`config.mk`:
```
export PLATFORM = sky130hd
export DESIGN_NAME = wfs_front
export DESIGN_NICKNAME = d
export VERILOG_FILES = /design/src/design/wfs_pkg.sv /design/src/design/wfs_front.sv
export SDC_FILE = /design/constraint.sdc
export NUM_CORES = 1
export LEC_CHECK = 0
export ABC_CLOCK_PERIOD_IN_PS = 1300
export BUFFER_PORTS_ARGS = -buffer_cell sky130_fd_sc_hd__buf_2
export CORE_MARGIN = 4
export CORE_UTILIZATION = 35
export DETAILED_ROUTE_END_ITERATION = 8
export GPL_TIMING_DRIVEN = 0
export PLACE_DENSITY = 0.92
export SYNTH_ARGS = -nofsm -noshare
export SYNTH_HDL_FRONTEND = slang
export SYNTH_SLANG_ARGS = --single-unit
```
`constraint.sdc`:
```
create_clock -name vclk -period 1.3
set_input_delay 0.065 -clock vclk [all_inputs]
set_output_delay 0.065 -clock vclk [all_outputs]
set_load 0.02 [all_outputs]
```
`src/design/wfs_pkg.sv`:
```
// Shared types, constants and helper functions of the wall-follow sequencer.
`default_nettype none

package wfs_pkg;

  // Fixed-point formats of the distance, speed and gain fields.
  localparam int DIST_FRAC_BITS  = 4;
  localparam int SPEED_FRAC_BITS = 12;
  localparam int GAIN_FRAC       = 12;

  localparam int IN_DATA_W       = 96;
  localparam int OUT_DATA_W      = 64;
  localparam int CFG_INDEX_W     = 3;
  localparam int CFG_DATA_W      = 18;
  localparam int QUEUE_DEPTH_DEF = 2;

  // Phase codes.
  localparam logic [2:0] PH_BACK_OFF     = 3'd0;
  localparam logic [2:0] PH_APPROACH     = 3'd1;
  localparam logic [2:0] PH_ALIGN        = 3'd2;
  localparam logic [2:0] PH_FOLLOW       = 3'd3;
  localparam logic [2:0] PH_SMALL_CORNER = 3'd4;
  localparam logic [2:0] PH_BIG_CORNER   = 3'd5;

  // Locate events.
  localparam logic [2:0] EV_NONE         = 3'd0;
  localparam logic [2:0] EV_LOST_WALL    = 3'd1;
  localparam logic [2:0] EV_ORIGIN       = 3'd2;
  localparam logic [2:0] EV_WALL_REACHED = 3'd3;
  localparam logic [2:0] EV_ALIGNED      = 3'd4;
  localparam logic [2:0] EV_SMALL_CORNER = 3'd5;
  localparam logic [2:0] EV_BIG_CORNER   = 3'd6;
  localparam logic [2:0] EV_CORNER_DONE  = 3'd7;

  // Motor commands.
  localparam logic [2:0] CMD_KEEP       = 3'd0;
  localparam logic [2:0] CMD_STOP       = 3'd1;
  localparam logic [2:0] CMD_SET_SPEED  = 3'd2;
  localparam logic [2:0] CMD_SET_TARGET = 3'd3;
  localparam logic [2:0] CMD_ROTATE     = 3'd4;

  // Configuration register indexes.
  localparam logic [2:0] CFG_KP          = 3'd0;
  localparam logic [2:0] CFG_KD          = 3'd1;
  localparam logic [2:0] CFG_KI          = 3'd2;
  localparam logic [2:0] CFG_WALL_TARGET = 3'd3;
  localparam logic [2:0] CFG_BASE_SPEED  = 3'd4;
  localparam logic [2:0] CFG_APPROACH    = 3'd5;
  localparam logic [2:0] CFG_ROTATE_TO   = 3'd6;
  localparam logic [2:0] CFG_RUN_TO      = 3'd7;

  // Configuration reset values.
  localparam logic [15:0] KP_RESET          = 16'd205;
  localparam logic [17:0] KD_RESET          = 18'd143360;
  localparam logic [15:0] KI_RESET          = 16'd0;
  localparam logic [10:0] WALL_TARGET_RESET = 11'd72;
  localparam logic [13:0] BASE_SPEED_RESET  = 14'd4096;
  localparam logic [10:0] APPROACH_RESET    = 11'd128;
  localparam logic [15:0] ROTATE_TO_RESET   = 16'd10000;
  localparam logic [15:0] RUN_TO_RESET      = 16'd15000;

  // Distance constants.
  localparam logic [10:0] DIST_NO_RETURN    = 11'(100 << DIST_FRAC_BITS);
  localparam logic [10:0] DIST_FRONT_CLOSE  = 11'(7 << DIST_FRAC_BITS);
  localparam logic [10:0] DIST_ALIGN_FAR    = 11'(10 << DIST_FRAC_BITS);
  localparam logic [10:0] DIST_CORNER_LEFT  = 11'(5 << DIST_FRAC_BITS);
  localparam logic [10:0] DIST_CORNER_FRONT = 11'(9 << DIST_FRAC_BITS);
  localparam logic [10:0] TURN_DIST_RESET   = 11'(9 << (DIST_FRAC_BITS - 1));
  localparam int          DIST_TWO          = 2 << DIST_FRAC_BITS;

  // Speed and angle constants.
  localparam logic signed [15:0] SPEED_ONE        = 16'(1 << SPEED_FRAC_BITS);
  localparam logic signed [15:0] SPEED_HALF       = 16'(1 << (SPEED_FRAC_BITS - 1));
  localparam logic signed [15:0] SMALL_TURN_ANGLE = 16'sd6349;
  localparam logic signed [16:0] BIG_TURN_LIMIT   = -17'sd6144;
  localparam logic [31:0]        BACKOFF_LIMIT_MS = 32'd999;

  // PID terms are rescaled from error*gain units down to speed units.
  localparam int PID_SHIFT = DIST_FRAC_BITS + 1 + GAIN_FRAC - SPEED_FRAC_BITS;
  localparam int PID_ROUND = (1 << PID_SHIFT) - 1;

  // Alignment spin: |d| * 0.7 in speed units.
  localparam int ALIGN_MUL = 7 << SPEED_FRAC_BITS;
  localparam int ALIGN_DEN = 10 << DIST_FRAC_BITS;

  // Big corner arc: (d + 2) * 0.08 and (d + 14) * 0.08.
  localparam int CORNER_MUL   = 8 << SPEED_FRAC_BITS;
  localparam int CORNER_DEN   = 100 << DIST_FRAC_BITS;
  localparam int CORNER_OFF   = (12 << DIST_FRAC_BITS) * CORNER_MUL;
  localparam int CORNER_OFF_Q = CORNER_OFF / CORNER_DEN;
  localparam int CORNER_OFF_R = CORNER_OFF % CORNER_DEN;

  typedef struct packed {
    logic [15:0] kp;
    logic [17:0] kd;
    logic [15:0] ki;
    logic [10:0] wall_target;
    logic [13:0] base_speed;
    logic [10:0] approach_threshold;
    logic [15:0] rotate_timeout_ms;
    logic [15:0] run_timeout_ms;
  } cfg_t;

  // One tick after unpacking and sensor classification.
  typedef struct packed {
    logic [2:0]         phase;
    logic [31:0]        now;
    logic [10:0]        lf;
    logic [10:0]        lb;
    logic               done;
    logic signed [15:0] heading;
    logic               approach_hit;
    logic               front_close;
    logic               lf_lost;
    logic               corner_clear;
    logic               left_far;
  } item_t;

  typedef struct packed {
    logic [2:0]         next_phase;
    logic [2:0]         locate_event;
    logic [2:0]         motor_cmd;
    logic               left_forward;
    logic               right_forward;
    logic signed [15:0] left_speed;
    logic signed [15:0] right_speed;
    logic signed [15:0] rotate_angle;
  } result_t;

  typedef struct packed {
    logic        start;
    logic [31:0] dividend;
    logic [31:0] divisor;
  } div_req_t;

  typedef struct packed {
    logic        done;
    logic [31:0] quotient;
    logic [31:0] remainder;
  } div_rsp_t;

  function automatic logic signed [15:0] sat16(input logic signed [51:0] v);
    if (v > 52'sd32767) begin
      return 16'sh7FFF;
    end else if (v < -52'sd32768) begin
      return 16'sh8000;
    end
    return v[15:0];
  endfunction

  function automatic logic signed [15:0] usat16(input logic [31:0] v);
    if (v > 32'd32767) begin
      return 16'sh7FFF;
    end
    return $signed(v[15:0]);
  endfunction

endpackage

`default_nettype wire

```
`src/design/wfs_front.sv`:
```
// Input side: word handshake, unpacking and sensor classification.
`default_nettype none

module wfs_front (
  input  wire logic                           in_tvalid,
  output logic                                in_tready,
  input  wire logic [wfs_pkg::IN_DATA_W-1:0]  in_tdata,
  input  wire logic [10:0]                    approach_threshold,
  input  wire logic                           q_full,
  output logic                                q_push,
  output wfs_pkg::item_t                      q_item
);
  import wfs_pkg::*;

  logic [10:0] fr;
  logic [10:0] rt;

  assign fr        = in_tdata[45:35];
  assign rt        = in_tdata[56:46];
  assign in_tready = !q_full;
  assign q_push    = in_tvalid && !q_full;

  always_comb begin
    q_item.phase        = in_tdata[2:0];
    q_item.now          = in_tdata[34:3];
    q_item.lf           = in_tdata[67:57];
    q_item.lb           = in_tdata[78:68];
    q_item.done         = in_tdata[79];
    q_item.heading      = $signed(in_tdata[95:80]);
    q_item.approach_hit = (fr < approach_threshold) || (q_item.lb < approach_threshold) ||
                          (q_item.lf < approach_threshold) || (rt < approach_threshold);
    q_item.front_close  = fr <= DIST_FRONT_CLOSE;
    q_item.lf_lost      = q_item.lf == DIST_NO_RETURN;
    q_item.corner_clear = (q_item.lf < DIST_CORNER_LEFT) || (fr < DIST_CORNER_FRONT);
    q_item.left_far     = (q_item.lb > DIST_ALIGN_FAR) || (q_item.lf > DIST_ALIGN_FAR);
  end

endmodule

`default_nettype wire

```
# Yosys cells after proc, flatten, opt, wreduce, memory -nomap -nowiden
# Index checks and enable logic that the tools add are counted.
[totals]
regBits = 0
input_bits = 109
output_inout_bits = 81
word_cells = 17
[classes]
magnitude_cmp = 9
n_eq_ne = 1
n_reduce_logical = 7
[ops]
columns = ["op", "count"]
rows = [
  ["11-bit less-than comparator", 4],
  ["11-bit by 8-bit greater-than comparator with 1-bit output, second input constant", 2],
  ["11-bit equality test, second input constant", 1],
  ["11-bit by 7-bit <= comparator with 1-bit output, second input constant", 1],
  ["11-bit by 7-bit less-than comparator with 1-bit output, second input constant", 1],
  ["11-bit by 8-bit less-than comparator with 1-bit output, second input constant", 1],
  ["1-bit logical OR", 5],
  ["1-bit logical AND", 1],
  ["1-bit logical NOT", 1],
]

# Longest topological paths before layout
# Gate-level depths: netlist of the first run.
[logic_depth]
ltp_word = 4
depth_mapped = 7
mapped_depth_nobuf = 7

# Worst setup path before layout of the first run
# No wires, ideal clock.
[synth_path]
path_type = "input -> output"
from = "input approach_threshold[2]"
to = "output q_item[4] (netlist name)"
arrival_ns = 1.242
t_required_ns = 1.235
slack_ns = -0.007
path_stages = 7
n_path_buf = 0
cell_sequence = "inv_1 ha_1 nand2_1 o21ai_0 a31oi_1 o311ai_0 nand4_1"
[synth_lines]
columns = ["element", "line_no", "source"]
rows = [
  ["from (decl)", "wfs_front.sv:8", "input wire logic [10:0] approach_threshold,"],
  ["to (decl)", "wfs_front.sv:11", "output wfs_pkg::item_t q_item"],
]

==> results.json, run 1 <==
{
  "core.rowCount": 24,
  "grt_pass1_vias": 1688,
  "final_cell_count_no_fill": 401,
  "nets": 500,
  "syn-num-nets": 360,
  "gp_congestion": 0.787,
  "drv_slew": 0,
  "p_seq_share_pct": 0,
  "use_met3_pct": 1.60,
  "die_h_um": 75.0,
  "synthToLayoutAreaGrowth_pct": 55.6,
  "hp-class": "in2out",
  "initial_core_util_pct": 36.1,
  "yosysWarningCount": 0,
  "grt_setup_unrepaired": "yes",
  "swShare_pct": 51.0,
  "p_sw_mw": 0.460,
  "p_comb_share_pct": 100.0,
  "cp-end-kind": "output port",
  "io_buffers": 138,
  "finalHoldViolations": 0,
  "drive_above_1_share_pct": 65.0,
  "antenna_found_initial": 0,
  "ys_seq_area_share_pct": 0,
  "use_met1_pct": 18.0,
  "via_per_inst": 4.56,
  "post-route-period-util_pct": 105,
  "drt-initial-drc-count": 18,
  "n_clock_buffer": 0,
  "grt_most_used_layer": "met2",
  "seq_cell_count": 0,
  "use_met2_pct": 32.3,
  "maxCapViolCount": 0,
  "crit_type": "in2out",
  "slew_headroom_pct": 73.3,
  "status": "finished, violations left",
  "place_inst": 401,
  "syn_inst": 211,
  "max_freq_ghz": 0.734,
  "pin_count": 190,
  "clockPowerShare_pct": 0,
  "grt_overflow": 0,
  "synth_area_um2": 1570,
  "crit_fanout": 3,
  "regArea_um2": 0,
  "drc": 0,
  "hpwl_um": 4670,
  "worst_slack_ns": -0.0623,
  "vias": 1828,
  "fin_crit_ns": 1.36,
  "place_ws_ns": -0.311,
  "dieArea_um2": 5630,
  "fin_area_um2": 2440,
  "antenna_cells": 0,
  "worst_pin_slew_ns": 0.396,
  "ant_nets": 0,
  "firstDrtPassIters": 4,
  "place_area_um2": 2330,
  "power_density_nw_per_um2": 368,
  "ys_types": 26,
  "tns_ns": -0.123,
  "startpoint_type": "input port",
  "core_area_um2": 4350,
  "p_leak_nw": 1.46,
  "failed_checks": "setup timing",
  "required_ns": 1.24,
  "syn_area_per_cell_um2": 7.45,
  "vdd_drop_max_mv": 0.225,
  "routedWlPerCell_um": 12.6,
  "grt_max_degree": 6,
  "drt_wl_total_um": 5050,
  "arrival_ns": 1.30,
  "setup_viol": 2,
  "fp.dieW_um": 75.0,
  "total_power_mw": 0.901,
  "grt_pass1_wl_um": 7240,
  "p_int_mw": 0.441,
  "grt_use_total_pct": 15.8
}
## Yosys cell counts
library cell / n / area share, %
nor4_1: 2 / 0.80
o21ai_0: 11 / 3.5
o21ai_1: 2 / 0.64
a21o_1: 5 / 2.4
a221oi_1: 1 / 0.56
nor2_1: 10 / 2.4
and2b_2: 1 / 0.56
o311ai_1: 1 / 0.56
nand2_1: 12 / 2.9
o311ai_0: 1 / 0.56
nor3_1: 2 / 0.64
a32o_1: 1 / 0.64
or4_1: 1 / 0.48
buf_4: 74 / 35
nand3_1: 2 / 0.64
a31oi_1: 2 / 0.80
or4_4: 1 / 0.72
inv_1: 11 / 2.6
nor2b_1: 6 / 2.4
and3_1: 1 / 0.40
a21oi_1: 15 / 4.8
o21a_1: 2 / 0.96
ha_1: 40 / 32
o31ai_1: 1 / 0.48
nand4_1: 5 / 2.0
nor3b_1: 1 / 0.48
## routing by layer
layer  vias to the layer above  share of wire [%]  wire [um]
met3                         2                 12        599
met4                         0               0.30         15
met1                       772                 35       1760
met5                         -                  0          0
li1                        947                  -          -
met2                       107                 53       2680
## logic make-up after synthesis
| logic type | synth area share, % |
|---|---|
| buf+inv | 38.0 |
| fa+ha+maj | 31.8 |
| simple gates | 14.3 |
| compound gates | 15.8 |
## power groups by stage
stage	Clock (mW)	Sequential [mW]	Combinational, mW
after detailed placement	0	0	0.859
final	0	0	0.901
after floorplan	0	0	0.562
after global routing	0	0	1.00
after CTS	0	0	0.905
after global placement	0	0	0.831
## final timing paths
check         start         end  cells after the start
max    in_tdata[59]   q_item[0]                      6
min    in_tdata[16]  q_item[57]                      2
## per-stage QoR
stage	utilization, %	hold slack, ns
global route	56.1	0.353
global placement	53.4	0.349
floorplan	-	0.207
CTS	55.9	0.348
finish	56.1	0.347
detailed placement	53.4	0.349
## worst max-delay path: stages
cell     delay [ns]
buf_8          0.10
or4_4          0.53
o21a_1         0.19
o21ai_1        0.13
nand4_1        0.11
buf_4          0.17
## layout by cell type (no fill, tap or decap)
master and instances:
nor4_1 2, ha_1 37, buf_8 3, a21o_1 5, a31oi_1 2, o31ai_1 1
inv_2 4, o311ai_1 2, buf_4 75, inv_4 1, o21ai_0 5, nor3b_1 1
or4_4 2, and2b_2 1, nor2b_1 6, inv_6 1, nand2_1 12, o21ai_2 1
a32o_1 1, nand4_1 5, ha_4 3, buf_2 131, a221oi_2 1, o21a_1 2
nor2_1 10, inv_1 4, inv_8 1, a21oi_1 15, nand3_1 2, o21ai_1 7
buf_6 3, and3_1 1, nor3_1 2
## repair_timing
item                                    in CTS  in global routing
gates resized for setup                     34                  4
hold buffers                                 0                  0
pin swaps                                   14                  4
endpoints found under the setup margin       2                  2
setup buffers                                0                  0
## final cells by class
cell class | count | area [um2]
plain buffers | 74 | 556
fillers | 420 | 1910
inverters | 11 | 56.3
multi-input cells | 126 | 1030
well taps | 52 | 65.1
repair buffers | 138 | 742
(Power assumes the default switching activity.)
==> run 2, diff against run 1 <==
PLACE_DENSITY = not set   (was 0.92)
PLACE_DENSITY_LB_ADDON = 0.2   (was not set)
==> run 2 against run 1 <==
  * The run still ends with setup timing left
  * Final cell count stayed put
  * Core utilization grew 0.60 points
  * Routed wire length fell by 4.8%
  * Largest power group unchanged
==> results.json, run 2 (synthesis gave the netlist of run 1 again) <==
{
  "status": "finished, violations left",
  "failed_checks": "setup timing",
  "cpMaxStageDelayCell": "o311ai_1",
  "cp.depth": 9,
  "p_comb_share_pct": 100.0,
  "worst_slack_ns": -0.0746,
  "max_freq_ghz": 0.728,
  "io_buffers": 138,
  "fillers": 434,
  "drv_slew": 0,
  "grt_pass1_wl_um": 6910,
  "fp.dieW_um": 75.0,
  "p_sw_mw": 0.454,
  "initial_core_util_pct": 36.1,
  "worstHoldPathCells": 2,
  "final_common_cell": "buf_2",
  "hp-class": "in2out",
  "place_area_um2": 2330,
  "cts_setup_buffers": 0,
  "crit_fanout": 4,
  "clockPowerShare_pct": 0,
  "die_h_um": 75.0,
  "grt_pass1_vias": 1658,
  "layout_common_cells": "buf_2, buf_4, ha_1",
  "postCtsHoldBufs": 0,
  "regArea_um2": 0,
  "n_clock_buffer": 0,
  "grt_overflow": 0,
  "drt_wl_total_um": 4810,
  "cp-startpoint": "approach_threshold[2]",
  "maxCapViolCount": 0,
  "grt_max_degree": 6,
  "crit_type": "in2out",
  "required_ns": 1.24,
  "arrival_ns": 1.31,
  "routedWlPerCell_um": 12.0,
  "drc": 0,
  "fin_area_um2": 2470,
  "pin_count": 190,
  "setup_viol": 2,
  "cp-end-kind": "output port",
  "post-route-period-util_pct": 106,
  "dieArea_um2": 5630,
  "total_power_mw": 0.900,
  "power_density_nw_per_um2": 364,
  "path_buf_inv": 3,
  "startpoint_type": "input port",
  "firstDrtPassIters": 4,
  "hp-start": "in_tdata[24]",
  "path_cells": "buf_8, inv_8, ha_4, nand2_2, o21ai_2, a31oi_1, o311ai_1, nand4_1, buf_6",
  "multi_input_area_um2": 1050,
  "fin_crit_ns": 1.37,
  "core_area_um2": 4350,
  "p_leak_nw": 1.46,
  "seq_cell_count": 0,
  "critPathTopFamily": "compound AO/OA/AOI/OAI gates",
  "vias": 1781,
  "ant_nets": 0,
  "p_seq_share_pct": 0,
  "nets": 500,
  "slew_headroom_pct": 73.3,
  "critPathMaxStageDelay_ns": 0.31,
  "drive_above_1_share_pct": 66.2,
  "vdd_drop_max_mv": 0.215,
  "finalHoldViolations": 0,
  "antenna_found_initial": 0,
  "grt_use_total_pct": 15.0,
  "worst_pin_slew_ns": 0.397,
  "core.rowCount": 24,
  "grt_setup_unrepaired": "yes",
  "swShare_pct": 50.5,
  "drt-initial-drc-count": 17,
  "utilization_pct": 56.8,
  "via_per_inst": 4.44,
  "place_ws_ns": -0.306,
  "gp_congestion": 0.819,
  "hpwl_um": 4500,
  "synthToLayoutAreaGrowth_pct": 57.2,
  "p_int_mw": 0.446,
  "antenna_cells": 0
}
run 2: cell types whose count changed in the layout (fill, tap and decap cells not counted), moves of 2 or more:
cell     previous run  this run
o21ai_1             7         4
buf_8               3         1
buf_6               3         8
o21ai_2             1         3
buf_2             131       129
run 2: timing repair:
action / in CTS / in global routing
endpoints found under the hold margin: 0 / 0
gates resized for setup: 33 / 7
setup endpoints to repair: 2 / 2
pin swaps: 11 / 4
run 2: power by group through the flow:
stage               logic, mW  clock network (mW)  registers, mW
CTS                     0.896                   0              0
global route             1.01                   0              0
detailed placement      0.849                   0              0
floorplan               0.562                   0              0
finish                  0.900                   0              0
global placement        0.834                   0              0
run 2: path summary, 6_finish.rpt:
| path | end | slack [ns] |
|---|---|---|
| worst max-delay path | q_item[4] | -0.07 |
| worst min-delay path | q_item[65] | 0.35 |
run 2: layout make-up:
type                       instances  area share, %
buffer                            74           22.5
inverter                          11           2.08
timing repair buffer             138           30.4
tap                               52           2.63
multi-input combinational        126           42.4
run 2: layer usage:
layer,share of wire [%],global-route usage [%],vias to the layer above
met1,36,17.6,726
met4,0.31,0.988,0
met3,13,2.54,2
li1,-,-,952
met2,51,29.1,101
met5,0,0,-
run 2: metrics by stage:
step           std cells  setup TNS (ns)  hold WS [ns]
2_1_floorplan        211               0         0.207
3_3_place_gp         401          -0.391         0.349
3_5_place_dp         401          -0.400         0.349
4_1_cts              401          -0.130         0.349
5_1_grt              401          -0.239         0.352
6_report             401          -0.104         0.347
==> run 3, diff against run 2 <==
PLACE_DENSITY = 0.89   (was not set)
PLACE_DENSITY_LB_ADDON = not set   (was 0.2)
==> run 3 against run 2 <==
  * The run still ends with setup timing left
  * Setup slack barely moved
  * Final cell count stayed put
  * Cell area shrank 1.0%
  * Largest cell class unchanged
==> results.json, run 3 (synthesis gave the netlist of run 1 again) <==
{
  "status": "finished, violations left",
  "failed_checks": "setup timing",
  "seq_cell_count": 0,
  "cp-end-kind": "output port",
  "final_common_cell": "buf_2",
  "nets": 500,
  "max_freq_ghz": 0.728,
  "io_buffers": 138,
  "regArea_um2": 0,
  "clockPowerShare_pct": 0,
  "dieArea_um2": 5630,
  "maxCapViolCount": 0,
  "critPathMaxStageDelay_ns": 0.28,
  "crit_fanout": 4,
  "startpoint_type": "input port",
  "total_power_mw": 0.892,
  "core.rowCount": 24,
  "utilization_pct": 56.2,
  "multi_input_area_um2": 1020,
  "fp.dieW_um": 75.0,
  "finalHoldViolations": 0,
  "n_clock_buffer": 0,
  "power_density_nw_per_um2": 365,
  "fin_crit_ns": 1.37,
  "p_sw_mw": 0.451,
  "layout_common_cells": "buf_2, buf_4, ha_1",
  "slew_headroom_pct": 72.0,
  "antenna_found_initial": 0,
  "grt_use_total_pct": 15.7,
  "hp-start": "in_tdata[94]",
  "pin_count": 190,
  "place_area_um2": 2330,
  "swShare_pct": 50.5,
  "fillers": 415,
  "fin_area_um2": 2450,
  "via_per_inst": 4.57,
  "path_buf_inv": 3,
  "p_comb_share_pct": 100.0,
  "drt-initial-drc-count": 27,
  "grt_pass1_wl_um": 7290,
  "routedWlPerCell_um": 12.0,
  "required_ns": 1.24,
  "arrival_ns": 1.31,
  "hp-class": "in2out",
  "critPathTopFamily": "compound AO/OA/AOI/OAI gates",
  "worst_pin_slew_ns": 0.416,
  "p_leak_nw": 1.46,
  "initial_core_util_pct": 36.1,
  "worst_slack_ns": -0.0741,
  "setup_viol": 2,
  "p_int_mw": 0.442,
  "drv_slew": 0,
  "crit_type": "in2out",
  "grt_max_degree": 6,
  "grt_overflow": 0,
  "grt_pass1_vias": 1800,
  "cpMaxStageDelayCell": "ha_1",
  "core_area_um2": 4350,
  "drive_above_1_share_pct": 64.8,
  "antenna_cells": 0,
  "grt_setup_unrepaired": "yes",
  "vias": 1834,
  "vdd_drop_max_mv": 0.208,
  "p_seq_share_pct": 0,
  "firstDrtPassIters": 6,
  "post-route-period-util_pct": 106,
  "cpMostUsedCell": "o21ai_1",
  "postCtsHoldBufs": 0,
  "die_h_um": 75.0,
  "synthToLayoutAreaGrowth_pct": 55.7,
  "gp_congestion": 0.788,
  "ant_nets": 0,
  "drc": 0,
  "path_cells": "buf_8, inv_8, ha_1, a21oi_1, o21ai_1, a221oi_2, o21ai_1, nand4_1, buf_6",
  "hpwl_um": 4540,
  "drt_wl_total_um": 4820,
  "cp-startpoint": "approach_threshold[2]"
}
## run 3: layer usage
metal	vias to the layer above	global-route usage (%)	part of all wire (%)
met5	-	0	0
li1	946	-	-
met1	778	17.8	33
met3	2	1.47	13
met4	0	1.58	0.48
met2	108	32.0	53
## run 3: layout make-up
class	instances	share of cell area, %
inverter	11	2.20
timing repair buffer	138	30.5
tap	52	2.66
buffer	74	22.7
multi-input combinational	126	41.9
## run 3: per-stage QoR
step | TNS, ns | hold WS (ns) | instances | setup slack, ns
floorplan | 0 | 0.207 | 211 | 0.0423
global route | -0.252 | 0.353 | 401 | -0.170
CTS | -0.139 | 0.348 | 401 | -0.0832
detailed placement | -0.417 | 0.349 | 401 | -0.339
global placement | -0.388 | 0.349 | 401 | -0.313
finish | -0.133 | 0.347 | 401 | -0.0741
## run 3: path summary, 6_finish.rpt
| check | end | slack, ns | cells after the start |
|---|---|---|---|
| hold / removal | q_item[19] | 0.35 | 2 |
| setup / recovery | q_item[4] | -0.07 | 9 |
## run 3: power by group through the flow
stage | logic, mW | registers (mW) | clock network (mW)
2_1_floorplan | 0.562 | 0 | 0
3_3_place_gp | 0.830 | 0 | 0
3_5_place_dp | 0.853 | 0 | 0
4_1_cts | 0.895 | 0 | 0
5_1_grt | 1.00 | 0 | 0
6_report | 0.892 | 0 | 0
## run 3: repair_timing
item,4_1_cts,5_1_grt
setup endpoints to repair,2,2
resized for setup,29,7
pin swaps,15,1
setup buffers,0,0
