--- src/design/wfs_pkg.sv ---
// Shared types, constants and helper functions of the wall-follow sequencer.
`default_nettype none

package wfs_pkg;

  // Fixed-point formats of the distance, speed and gain fields.
  localparam int DIST_FRAC_BITS  = 4;
  localparam int SPEED_FRAC_BITS = 12;
  localparam int GAIN_FRAC       = 12;

  localparam int IN_DATA_W       = 96;
  localparam int OUT_DATA_W      = 64;
  localparam int CFG_INDEX_W     = 3;
  localparam int CFG_DATA_W      = 18;
  localparam int QUEUE_DEPTH_DEF = 2;

  // Phase codes.
  localparam logic [2:0] PH_BACK_OFF     = 3'd0;
  localparam logic [2:0] PH_APPROACH     = 3'd1;
  localparam logic [2:0] PH_ALIGN        = 3'd2;
  localparam logic [2:0] PH_FOLLOW       = 3'd3;
  localparam logic [2:0] PH_SMALL_CORNER = 3'd4;
  localparam logic [2:0] PH_BIG_CORNER   = 3'd5;

  // Locate events.
  localparam logic [2:0] EV_NONE         = 3'd0;
  localparam logic [2:0] EV_LOST_WALL    = 3'd1;
  localparam logic [2:0] EV_ORIGIN       = 3'd2;
  localparam logic [2:0] EV_WALL_REACHED = 3'd3;
  localparam logic [2:0] EV_ALIGNED      = 3'd4;
  localparam logic [2:0] EV_SMALL_CORNER = 3'd5;
  localparam logic [2:0] EV_BIG_CORNER   = 3'd6;
  localparam logic [2:0] EV_CORNER_DONE  = 3'd7;

  // Motor commands.
  localparam logic [2:0] CMD_KEEP       = 3'd0;
  localparam logic [2:0] CMD_STOP       = 3'd1;
  localparam logic [2:0] CMD_SET_SPEED  = 3'd2;
  localparam logic [2:0] CMD_SET_TARGET = 3'd3;
  localparam logic [2:0] CMD_ROTATE     = 3'd4;

  // Configuration register indexes.
  localparam logic [2:0] CFG_KP          = 3'd0;
  localparam logic [2:0] CFG_KD          = 3'd1;
  localparam logic [2:0] CFG_KI          = 3'd2;
  localparam logic [2:0] CFG_WALL_TARGET = 3'd3;
  localparam logic [2:0] CFG_BASE_SPEED  = 3'd4;
  localparam logic [2:0] CFG_APPROACH    = 3'd5;
  localparam logic [2:0] CFG_ROTATE_TO   = 3'd6;
  localparam logic [2:0] CFG_RUN_TO      = 3'd7;

  // Configuration reset values.
  localparam logic [15:0] KP_RESET          = 16'd205;
  localparam logic [17:0] KD_RESET          = 18'd143360;
  localparam logic [15:0] KI_RESET          = 16'd0;
  localparam logic [10:0] WALL_TARGET_RESET = 11'd72;
  localparam logic [13:0] BASE_SPEED_RESET  = 14'd4096;
  localparam logic [10:0] APPROACH_RESET    = 11'd128;
  localparam logic [15:0] ROTATE_TO_RESET   = 16'd10000;
  localparam logic [15:0] RUN_TO_RESET      = 16'd15000;

  // Distance constants.
  localparam logic [10:0] DIST_NO_RETURN    = 11'(100 << DIST_FRAC_BITS);
  localparam logic [10:0] DIST_FRONT_CLOSE  = 11'(7 << DIST_FRAC_BITS);
  localparam logic [10:0] DIST_ALIGN_FAR    = 11'(10 << DIST_FRAC_BITS);
  localparam logic [10:0] DIST_CORNER_LEFT  = 11'(5 << DIST_FRAC_BITS);
  localparam logic [10:0] DIST_CORNER_FRONT = 11'(9 << DIST_FRAC_BITS);
  localparam logic [10:0] TURN_DIST_RESET   = 11'(9 << (DIST_FRAC_BITS - 1));
  localparam int          DIST_TWO          = 2 << DIST_FRAC_BITS;

  // Speed and angle constants.
  localparam logic signed [15:0] SPEED_ONE        = 16'(1 << SPEED_FRAC_BITS);
  localparam logic signed [15:0] SPEED_HALF       = 16'(1 << (SPEED_FRAC_BITS - 1));
  localparam logic signed [15:0] SMALL_TURN_ANGLE = 16'sd6349;
  localparam logic signed [16:0] BIG_TURN_LIMIT   = -17'sd6144;
  localparam logic [31:0]        BACKOFF_LIMIT_MS = 32'd999;

  // PID terms are rescaled from error*gain units down to speed units.
  localparam int PID_SHIFT = DIST_FRAC_BITS + 1 + GAIN_FRAC - SPEED_FRAC_BITS;
  localparam int PID_ROUND = (1 << PID_SHIFT) - 1;

  // Alignment spin: |d| * 0.7 in speed units.
  localparam int ALIGN_MUL = 7 << SPEED_FRAC_BITS;
  localparam int ALIGN_DEN = 10 << DIST_FRAC_BITS;

  // Big corner arc: (d + 2) * 0.08 and (d + 14) * 0.08.
  localparam int CORNER_MUL   = 8 << SPEED_FRAC_BITS;
  localparam int CORNER_DEN   = 100 << DIST_FRAC_BITS;
  localparam int CORNER_OFF   = (12 << DIST_FRAC_BITS) * CORNER_MUL;
  localparam int CORNER_OFF_Q = CORNER_OFF / CORNER_DEN;
  localparam int CORNER_OFF_R = CORNER_OFF % CORNER_DEN;

  typedef struct packed {
    logic [15:0] kp;
    logic [17:0] kd;
    logic [15:0] ki;
    logic [10:0] wall_target;
    logic [13:0] base_speed;
    logic [10:0] approach_threshold;
    logic [15:0] rotate_timeout_ms;
    logic [15:0] run_timeout_ms;
  } cfg_t;

  // One tick after unpacking and sensor classification.
  typedef struct packed {
    logic [2:0]         phase;
    logic [31:0]        now;
    logic [10:0]        lf;
    logic [10:0]        lb;
    logic               done;
    logic signed [15:0] heading;
    logic               approach_hit;
    logic               front_close;
    logic               lf_lost;
    logic               corner_clear;
    logic               left_far;
  } item_t;

  typedef struct packed {
    logic [2:0]         next_phase;
    logic [2:0]         locate_event;
    logic [2:0]         motor_cmd;
    logic               left_forward;
    logic               right_forward;
    logic signed [15:0] left_speed;
    logic signed [15:0] right_speed;
    logic signed [15:0] rotate_angle;
  } result_t;

  typedef struct packed {
    logic        start;
    logic [31:0] dividend;
    logic [31:0] divisor;
  } div_req_t;

  typedef struct packed {
    logic        done;
    logic [31:0] quotient;
    logic [31:0] remainder;
  } div_rsp_t;

  function automatic logic signed [15:0] sat16(input logic signed [51:0] v);
    if (v > 52'sd32767) begin
      return 16'sh7FFF;
    end else if (v < -52'sd32768) begin
      return 16'sh8000;
    end
    return v[15:0];
  endfunction

  function automatic logic signed [15:0] usat16(input logic [31:0] v);
    if (v > 32'd32767) begin
      return 16'sh7FFF;
    end
    return $signed(v[15:0]);
  endfunction

endpackage

`default_nettype wire

--- src/design/wfs_div.sv ---
// Shared radix-2 restoring divider, 32 bits unsigned, one quotient bit per cycle.
`default_nettype none

module wfs_div (
  input  wire logic       clk,
  input  wire logic       rst_n,
  input  wfs_pkg::div_req_t req,
  output wfs_pkg::div_rsp_t rsp
);
  import wfs_pkg::*;

  localparam int STEPS = 32;
  localparam int CNT_W = $clog2(STEPS);

  logic             busy_r;
  logic             done_r;
  logic [CNT_W-1:0] cnt_r;
  logic [31:0]      rem_r;
  logic [31:0]      quo_r;
  logic [31:0]      dvs_r;
  logic [32:0]      shifted;
  logic [33:0]      diff;

  assign shifted = {rem_r, quo_r[31]};
  assign diff    = {1'b0, shifted} - {2'b00, dvs_r};

  assign rsp.done      = done_r;
  assign rsp.quotient  = quo_r;
  assign rsp.remainder = rem_r;

  always_ff @(posedge clk) begin
    if (!rst_n) begin
      busy_r <= 1'b0;
      done_r <= 1'b0;
      cnt_r  <= '0;
    end else begin
      done_r <= 1'b0;
      if (busy_r) begin
        if (cnt_r == CNT_W'(STEPS - 1)) begin
          busy_r <= 1'b0;
          done_r <= 1'b1;
        end
        cnt_r <= cnt_r + 1'b1;
      end else if (req.start) begin
        busy_r <= 1'b1;
        cnt_r  <= '0;
      end
    end
  end

  always_ff @(posedge clk) begin
    if (busy_r) begin
      if (!diff[33]) begin
        rem_r <= diff[31:0];
        quo_r <= {quo_r[30:0], 1'b1};
      end else begin
        rem_r <= shifted[31:0];
        quo_r <= {quo_r[30:0], 1'b0};
      end
    end else if (req.start) begin
      rem_r <= '0;
      quo_r <= req.dividend;
      dvs_r <= req.divisor;
    end
  end

endmodule

`default_nettype wire

--- config.mk ---
export PLATFORM = sky130hd
export DESIGN_NAME = wfs_div
export DESIGN_NICKNAME = d
export VERILOG_FILES = /design/src/design/wfs_pkg.sv /design/src/design/wfs_div.sv
export SDC_FILE = /design/constraint.sdc
export NUM_CORES = 1
export LEC_CHECK = 0
export BUFFER_PORTS_ARGS = -buffer_cell sky130_fd_sc_hd__buf_2
export CORE_ASPECT_RATIO = 1.4
export CORE_UTILIZATION = 55
export DETAILED_ROUTE_END_ITERATION = 10
export GPL_TIMING_DRIVEN = 0
export PLACE_DENSITY_LB_ADDON = 0.15
export SYNTH_ARGS = -nofsm -noshare
export SYNTH_HDL_FRONTEND = slang
export SYNTH_SLANG_ARGS = --single-unit
--- constraint.sdc ---
create_clock -name clk -period 3.4 [get_ports clk]
set_input_delay 0.34 -clock clk [delete_from_list [all_inputs] [get_ports clk]]
set_output_delay 0.34 -clock clk [all_outputs]
set_load 0.005 [all_outputs]
After elaboration in Yosys (flattened, before gate mapping)
Index checks and enable logic that the tools add are counted.

Register bits: 103. Output and inout port bits: 65.

Add/sub/neg operators: 2. Eq/ne operators: 1. Muxes and demuxes: 12. Bitwise gates (word level): 1. Reductions and logical operators: 3.

Operator list (count): two-way mux 32 bit (5); subtractor 33 x 32 -> 34 bit (1); two-way mux 5 bit (2); adder 5 x 1 -> 5 bit (second input constant) (1); == test 5 bit (second input constant) (1); two-way mux 1 bit (5); AND reduction 2 bit (2); nonzero test 2 bit (1); NOT 1 bit (1).

Depth between registers and ports, before layout
Gate-level depths: netlist of run 1.

Word-level depth: 3. Mapped depth: 14. Depth with buffers taken out: 12.

Worst setup path before layout of run 1
Ideal clock, no wire load.

Path type: reg2reg. From: reg rem_r[19]. To: reg rem_r[27] (data pin). Setup time: 0.277 ns. Data arrival time: 2.477 ns. Required time: 3.123 ns. Slack: 0.647 ns. Stages on the path, launching flop included: 14. Clock period less this slack: 2.753 ns. Cell sequence: edfxtp_1 -> ha_1 -> buf_2 -> a21oi_2 -> o21ai_1 -> or3_1 -> a211oi_2 -> nor3_2 -> o21ai_4 -> o31ai_4 -> buf_6 -> buf_6 -> o21ai_1 -> a21oi_1.

Cells in the longest elaborated chain, start to end: 3.

Ends and longest elaborated chain: start: declaration (RTL line wfs_div.sv:18) `logic [31:0] rem_r;`; start signal: assignment (RTL line wfs_div.sv:54) `rem_r <= diff[31:0];`; start signal: assignment (RTL line wfs_div.sv:57) `rem_r <= shifted[31:0];`; subtractor 33 x 32 -> 34 bit (RTL line wfs_div.sv:25) `assign diff = {1'b0, shifted} - {2'b00, dvs_r};`; two-way mux 32 bit (RTL line wfs_div.sv:53) `if (!diff[33]) begin`; two-way mux 32 bit (RTL line wfs_div.sv:52) `if (busy_r) begin`.

No other way between the ends. A chain may end at the register's enable or synchronous reset.

Final worst setup path of run 1
From: reg rem_r[0]. To: reg rem_r[28] (data pin).

The elaborated chain is that of the path after synthesis.

==> results of run 1 <==
[registers in the layout, summed over array words and instances, names as in the netlist]
name / count
busy_r: 1
cnt_r: 5
done_r: 1
dvs_r: 32
quo_r: 32
rem_r: 32
[power groups by stage]
stage	logic (W)	clock network, W	registers [W]
floorplan	0.000854	0	0.00166
global placement	0.00117	0	0.00167
detailed placement	0.00120	0	0.00167
CTS	0.00121	0.00114	0.00164
global route	0.00134	0.00118	0.00166
finish	0.00121	0.00112	0.00164
[layout by cell type (no fill, tap or decap), types with 2 or more instances in the layout]
cell type  synthesis  layout
nor3b_1            3       3
and2_1             2       2
xor2_1             9       9
a211oi_1           3       3
nor2b_1            7       6
buf_4              2       2
and3_1             5       5
buf_2              6     137
a211oi_2           7       7
a21oi_1           31      31
clkbuf_1           8       9
or3_1              2       2
xnor2_1           17      17
mux2i_1           26      26
inv_1             36      36
edfxtp_1          96      96
o21a_1             4       4
bufinv_16          0       2
nand3_1            5       5
a21oi_2            2       2
nor3_1             7       7
nand2_1           23      23
nand2b_1           8       8
nor2_1            48      48
a31oi_1            4       4
o21ai_1            5       5
clkbuf_16          0       9
dfxtp_1            7       7
mux2_2            31      31
buf_6              2       2
nand4_1            7       7
a21o_1            11      11
o21bai_1           5       5
ha_1              34      34
o21ai_0           17      17
or2_2              3       2
[how the worst max path moves through the flow]
stage / from / end / slack, ps / depth (start not counted)
detailed placement: quo_r[31] / rem_r[30] / 180 / 12
global placement: busy_r / dvs_r[20] / -150 / 3
floorplan: rem_r[19] / rem_r[27] / 650 / 13
finish: rem_r[0] / rem_r[28] / 220 / 11
CTS: quo_r[31] / rem_r[30] / 160 / 12
global route: quo_r[31] / rem_r[30] / 20 / 12
[critical path, stage by stage (launching register included)]
cell       delay, ps
edfxtp_1         450
ha_1             300
nor2b_1          180
o2111ai_1        210
a211oi_2         310
a211oi_2         140
nor3_2           260
o21ai_4          130
o31ai_4          300
buf_2            330
mux2i_1          230
nor2_1            70
[area by class of cell]
class | instances | area (µm²) | share of cell area (%)
buffer | 20 | 106 | 1.50
clock buffer | 10 | 229 | 3.23
clock inverter | 6 | 91.3 | 1.29
inverter | 36 | 135 | 1.91
multi-input combinational | 351 | 2650 | 37.4
sequential | 103 | 3020 | 42.6
tap | 138 | 173 | 2.44
timing repair buffer | 132 | 683 | 9.63
[cells by family after synthesis]
logic type               share of synthesized area (%)
XOR/XNOR                                          3.86
adder cells (fa/ha/maj)                           7.55
multiplexers                                      10.3
flip-flops                                        51.2
buffers and inverters                             4.09
AND/OR/NAND/NOR                                   10.4
AO/OA/AOI/OAI                                     12.5
[timing repair]
action | CTS | global route
buffers inserted | 0 | 0
resized for setup | 0 | 1
setup endpoints to repair | 0 | 4
[cells in the mapped netlist (all sizes together), types with 8 or more instances]
cell     n  area, µm²
xnor2   17        149
nand2b   8       50.1
a211oi  10        110
mux2    31        349
mux2i   26        260
nor3     8       45.0
a21oi   33        173
o21ai   23        126
ha      34        425
buf     11       71.3
a21o    11       82.6
nor2    48        180
nand2   23       86.3
edfxtp  96       2880
clkbuf   9       35.0
inv     36        135
xor2     9       78.8
[per-stage QoR]
stage / worst slack, ps / power, W / std cells / instance area (µm²) / TNS (ps)
6_report: 222 / 0.00397 / 796 / 7090 / 0
3_3_place_gp: -148 / 0.00284 / 779 / 6730 / -4680
4_1_cts: 160 / 0.00399 / 796 / 7090 / 0
3_5_place_dp: 177 / 0.00287 / 780 / 6770 / 0
2_1_floorplan: 647 / 0.00252 / 510 / 5900 / 0
5_1_grt: 22.7 / 0.00418 / 796 / 7090 / 0
[metal layers]
metal	up-vias	track usage, %	part of all wire [%]
met5	-	0	0
met3	27	5.96	5.6
li1	2152	-	-
met2	146	41.8	52
met4	0	9.62	2.2
met1	2072	26.5	40
==> run summary, run 1 <==
The run finished with clean final reports. Initial antenna violation count: 0. The clock network accounts for 28.3% of the total power. For the count of nets after finishing, the log shows 755. Data arrives at the worst endpoint at 3250 ps. Port buffering added 131 buffers. VDD sags by at most 0.316 mV. The number of enable-type register cells in the synthesized netlist works out to 96. The first global-routing pass estimated 20500 µm of wire. The ratio of cells with drive above 1 in the final layout works out to 31.5%. The congestion estimate from routability-driven global placement came to 0.923. The number of vias per cell came out at 5.52. Setup repair after global routing left no endpoint under its margin.

In this run the remaining antenna-violating nets after routing total 0. Hold path startpoint: req[23]. The routed layout has 4397 vias. The first detailed-routing pass ran for 4 iterations. The worst hold path belongs to the class input port to flip-flop.

The transition time at the pin with the least slew margin was 938 ps. Synthesis instantiated 61 different standard cells from the library. Counting the buffers created by CTS gives 9. The die covers 0.0112 mm². The post-route worst hold slack is 167 ps. In this run switching power makes up 30.8% of total power. Category of the most critical setup path: flip-flop to flip-flop.

For this design the ratio of total power to cell area is 560 mW/mm². After floorplanning, the core was divided into 44 placement rows. The worst hold path stage count came out at 1. After detailed routing, the total wire length is 12600 µm. Entering global routing, the biggest net connects 68 pins. 0 antenna diodes ended up in the layout. Of all flip-flops after synthesis, the portion carrying an async set or reset was 0%. The worst register-to-register path has a depth of 11. The worst hold path terminates at dvs_r[23]. Final routed wire length divided by cell count: 15.8 µm. TritonCTS built the clock tree. The cell area after synthesis is 0.00590 mm², and the synthesized area per cell is 11.6 µm².

From left edge to right edge, the die measures 89.6 µm. The total count of max-transition violations in the final report was 0. The internal power consumption is 0.00275 W. Clock latency on the worst-skew pair, taken at its later pin, is 340 ps. The post-layout utilization of the core was 68.1%. The most frequently used flop master after synthesis was edfxtp_1.

For the number of global-route vias before repair, the log shows 4599. The aggregate global-route resource usage was 23.7%. The largest fanout on the critical path works out to 10.

The leakage power came out at 3.14 nW. The tree is rooted in a clkbuf_16. The region available for standard cell placement spans 0.0104 mm².

For the instance count of the mapped netlist, the log shows 510. Per report_power, the combinational group accounts for 30.4% of the total. For this run the aggregate overflow at the end of global routing stands at 0. The number of nets handed over by synthesis was 612. In this run the critical register-to-register path is captured at rem_r[28]. The final hold violation count was 0. Maximum frequency from static timing analysis: 0.315 GHz.

Clock-pin slew was measured on the worst setup and hold paths at 70 ps. Sequential cells were found to cover 51.2% of the synthesized design area. The first routing iteration left 192 violations. The tools report the net switching power as 0.00122 W. Between clock sinks in the finished design, the worst skew comes to 10.3 ps.

For this run, design rule violations remaining after detail routing come to 0. Max-cap violations in this run came to 0. The sequential group share of total power was 41.3%; the H-tree depth reported by CTS was 3.

The logs give 2 for the maximum number of buffers from clock root to sink and 220 ps for the register-to-register setup slack. For the finished layout, the period the worst path requires is 3180 ps. The post-synthesis sequential element count works out to 103. The portion of the clock cycle consumed by the worst path in the final layout works out to 93.5%. After legalization and detailed placement, the total HPWL measured 9390 µm. The tools report the clock sink total as 103.

Sort of element at the end of the critical path: a flip-flop. Relative to the synthesized area, the layout overhead comes to 20.1%. The run gives 0 as the number of warnings printed during yosys synthesis. 132 I/O pins were placed. The number of setup violations in the final report came out at 0. The worst register-to-register path begins at rem_r[0].

Headroom to the max-slew limit came out at 37.5%. The initial core utilization is 56.7%. In this run, post-CTS hold repair placed 0 buffers. The height of the die works out to 125 µm. STA puts the critical path data required time at 3470 ps.

The count of filler cells inserted in the layout is 824. The category of the worst setup path launch point was a flip-flop.
Note: power is estimated with default switching activity, not from simulation.
==> inputs of run 2 (changes only) <==
--- a/config.mk
+++ b/config.mk
@@ -10,7 +10,7 @@
 export CORE_UTILIZATION = 55
 export DETAILED_ROUTE_END_ITERATION = 10
 export GPL_TIMING_DRIVEN = 0
-export PLACE_DENSITY_LB_ADDON = 0.15
+export PLACE_DENSITY = 0.81
 export SYNTH_ARGS = -nofsm -noshare
 export SYNTH_HDL_FRONTEND = slang
 export SYNTH_SLANG_ARGS = --single-unit
==> run 2 against run 1 <==
Effect of this change:
- clock-buffer cell count did not move
- worst hold slack improved by 4.5 ps
- largest cell class unchanged
- register-to-register slack got worse by 30 ps
- critical path depth is the same
- critical path type unchanged
==> run summary, run 2 (synthesis gave the netlist of run 1 again) <==
The flow ran to the end, and the final reports show no timing, DRC or antenna violations. The overall power of the completed layout is 0.00389 W (-2.1%). The logs give 0 (unchanged) for the initial antenna violation count and 8.48 ps (-1.80 ps) for the worst-case clock skew. The global-route wire length before repair is 20800 µm (+1.8%), and the standard cell area after detailed placement is 0.00674 mm² (-0.41%). Number of setup violations in the final report: 0 (unchanged). The initial core utilization was 56.7% (unchanged). The number of remaining DRC errors is 0 (unchanged).

Most common library cell in the layout ignoring fill and taps: buf_2. In the layout the commonest cells are buf_2 (136), edfxtp_1 (96), nor2_1 (48), inv_1 (36), ha_1 (34). The logs give 3 (unchanged) for the H-tree depth reported by CTS and 0 (unchanged) for the number of hold-repair buffers added at the cts stage. The number of nets still failing antenna checks after routing was 0 (unchanged). The number of global-route vias before repair came out at 4629 (+0.65%). The leakage power was 3.12 nW (-0.62%). Final weighted congestion in routability-driven placement: 0.887 (-3.9%). Signal arrival time at the worst endpoint: 3290 ps (+40 ps).

The tools report the clock sink total as 103 (unchanged). The start point of the critical path is rem_r[0]. The clock latency on the worst-skew pair is 340 ps (about the same). The transition time at the pin with the least slew margin was 986 ps (+48.4 ps); the maximum frequency from static timing analysis was 0.312 GHz (-0.95%). The post-layout utilization of the core is 67.7% (-0.47 points).

The hold path startpoint was req[23]. The height of the die is 125 µm (unchanged), and the iteration-0 DRC count of the detailed router is 209 (+8.9%). The net switching share of the total power works out to 31.3% (+0.48 points).

The post-synthesis to final-layout area growth was 19.3%. The worst setup path is captured at a flip-flop. The final routed wire length divided by cell count works out to 16.0 µm (+0.93%). The number of rows created at floorplan was 44 (unchanged); the headroom to the max-slew limit was 34.1% (-3.4 points). The HPWL after detailed placement was 9400 µm (about the same); the maximum vdd ir drop was 0.338 mV (+7.1%). The class of the tightest hold or removal check is input port to flip-flop. The tools report the slack of the critical path as 191 ps (-30.5 ps).

The routed wire length is 12700 µm (+0.80%), and the ratio of cells with drive above 1 in the final layout is 31.5% (+0.048 points). The run gives 190 ps (-30 ps) as the register-to-register setup slack. The total count of max-transition violations in the final report was 0 (unchanged). The net switching power was 0.00122 W (-0.55%). The internal power consumption is 0.00267 W (-2.8%). The maximum number of buffers from clock root to sink is 2 (unchanged), and the relative contribution of combinational cells to total power is 31.0% (+0.6 points). Number of vias per cell: 5.62 (+1.8%). TritonCTS built the clock tree.

For the top-level I/O count, the log shows 132 (unchanged). Count of nets after finishing: 754 (-0.13%). The largest fanout on the critical path is 10 (unchanged), and the max capacitance violation total is 0 (unchanged). CTS placed an instance of clkbuf_16 at the clock tree root. The die outline width is 89.6 µm (unchanged), and the largest net degree at the start of global routing is 68 (unchanged). The count of port buffers added during placement was 131 (unchanged).

Setup repair after global routing left no endpoint under its margin. The number of diodes was 0 (unchanged); the core box area was 0.0104 mm² (unchanged). The post-layout instance area was 0.00704 mm² (-0.69%).

The power density over cell area works out to 552 mW/mm² (-1.4%). The portion of the clock cycle consumed by the worst path in the final layout is 94.4% (+0.90 points). The clock-pin slew on the worst setup and hold paths was 70 ps (about the same); the die outline area was 0.0112 mm² (unchanged). For the final hold violation count, the log shows 0 (unchanged).

The tools report the number of buffers added by the clock tree synthesis step as 9 (unchanged). Worst endpoint required time: 3480 ps (about the same). The largest registers in the layout are dvs_r (32), quo_r (32), rem_r (32).

Category of the worst setup path launch point: a flip-flop. Number of vias after detailed routing: 4469 (+1.6%). The aggregate global-route resource usage was 24.3% (+0.52 points). The run gives 26.8% (-1.5 points) as the portion of total power attributed to the clock network. The critical path is of the flip-flop to flip-flop type. The sequential group share of total power came out at 42.2% (+0.9 points). The number of setup buffers added after CTS was 0 (unchanged); the minimum setup slack after placement was 196 ps (+19.1 ps).

For the number of search-and-repair iterations in the first detailed-routing pass, the log shows 4 (unchanged). The post-layout minimum cycle time is 3210 ps (+30.5 ps). In this run the critical register-to-register path is launched from rem_r[0]. The final global-route overflow total came out at 0 (unchanged).
run 2: metal layers:
metal	wire length [µm]	global-route usage [%]	vias to the layer above
met5	0	0	-
met2	6580	41.8	174
met1	4940	27.7	2107
li1	-	-	2153
met3	781	5.70	35
met4	399	11.1	0
run 2: critical path, stage by stage (launching register included):
cell       delay, ps
edfxtp_1         440
ha_1             310
nor2b_1          180
o2111ai_1        200
a211oi_2         280
a211oi_2         130
nor3_2           300
o21ai_4          140
o31ai_4          300
clkbuf_4         320
mux2i_1          280
nor2_1            70
run 2: power by group through the flow:
| stage | registers [W] | logic (W) | clock network, W |
|---|---|---|---|
| 2_1_floorplan | 0.00166 | 0.000854 | 0 |
| 3_3_place_gp | 0.00166 | 0.00116 | 0 |
| 3_5_place_dp | 0.00167 | 0.00119 | 0 |
| 4_1_cts | 0.00164 | 0.00120 | 0.00106 |
| 5_1_grt | 0.00166 | 0.00135 | 0.00111 |
| 6_report | 0.00164 | 0.00121 | 0.00104 |
run 2: area by class of cell:
class	instances	area, µm²
flip-flops and latches	103	3020
fillers	802	3360
repair buffers	131	656
clock buffers	10	229
well taps	138	173
multi-input cells	351	2650
inverters	36	135
plain buffers	20	109
clock inverters	6	67.6
run 2: final timing paths:
check	to	cells after the start
worst min-delay path	dvs_r[23]	1
worst max register to register	rem_r[22]	11
worst max-delay path	rem_r[22]	11
worst min register to register	quo_r[12]	1
run 2: through the flow:
| step | hold slack (ps) | cells | setup TNS (ps) |
|---|---|---|---|
| floorplan | 439 | 510 | 0 |
| global placement | 517 | 779 | -1320 |
| detailed placement | 518 | 779 | 0 |
| CTS | 160 | 795 | 0 |
| global route | 155 | 795 | 0 |
| finish | 171 | 795 | 0 |
run 2: repair_timing:
action / 4_1_cts / 5_1_grt
gates resized for setup: 0 / 2
setup endpoints to repair: 0 / 3
endpoints found under the hold margin: 0 / 0
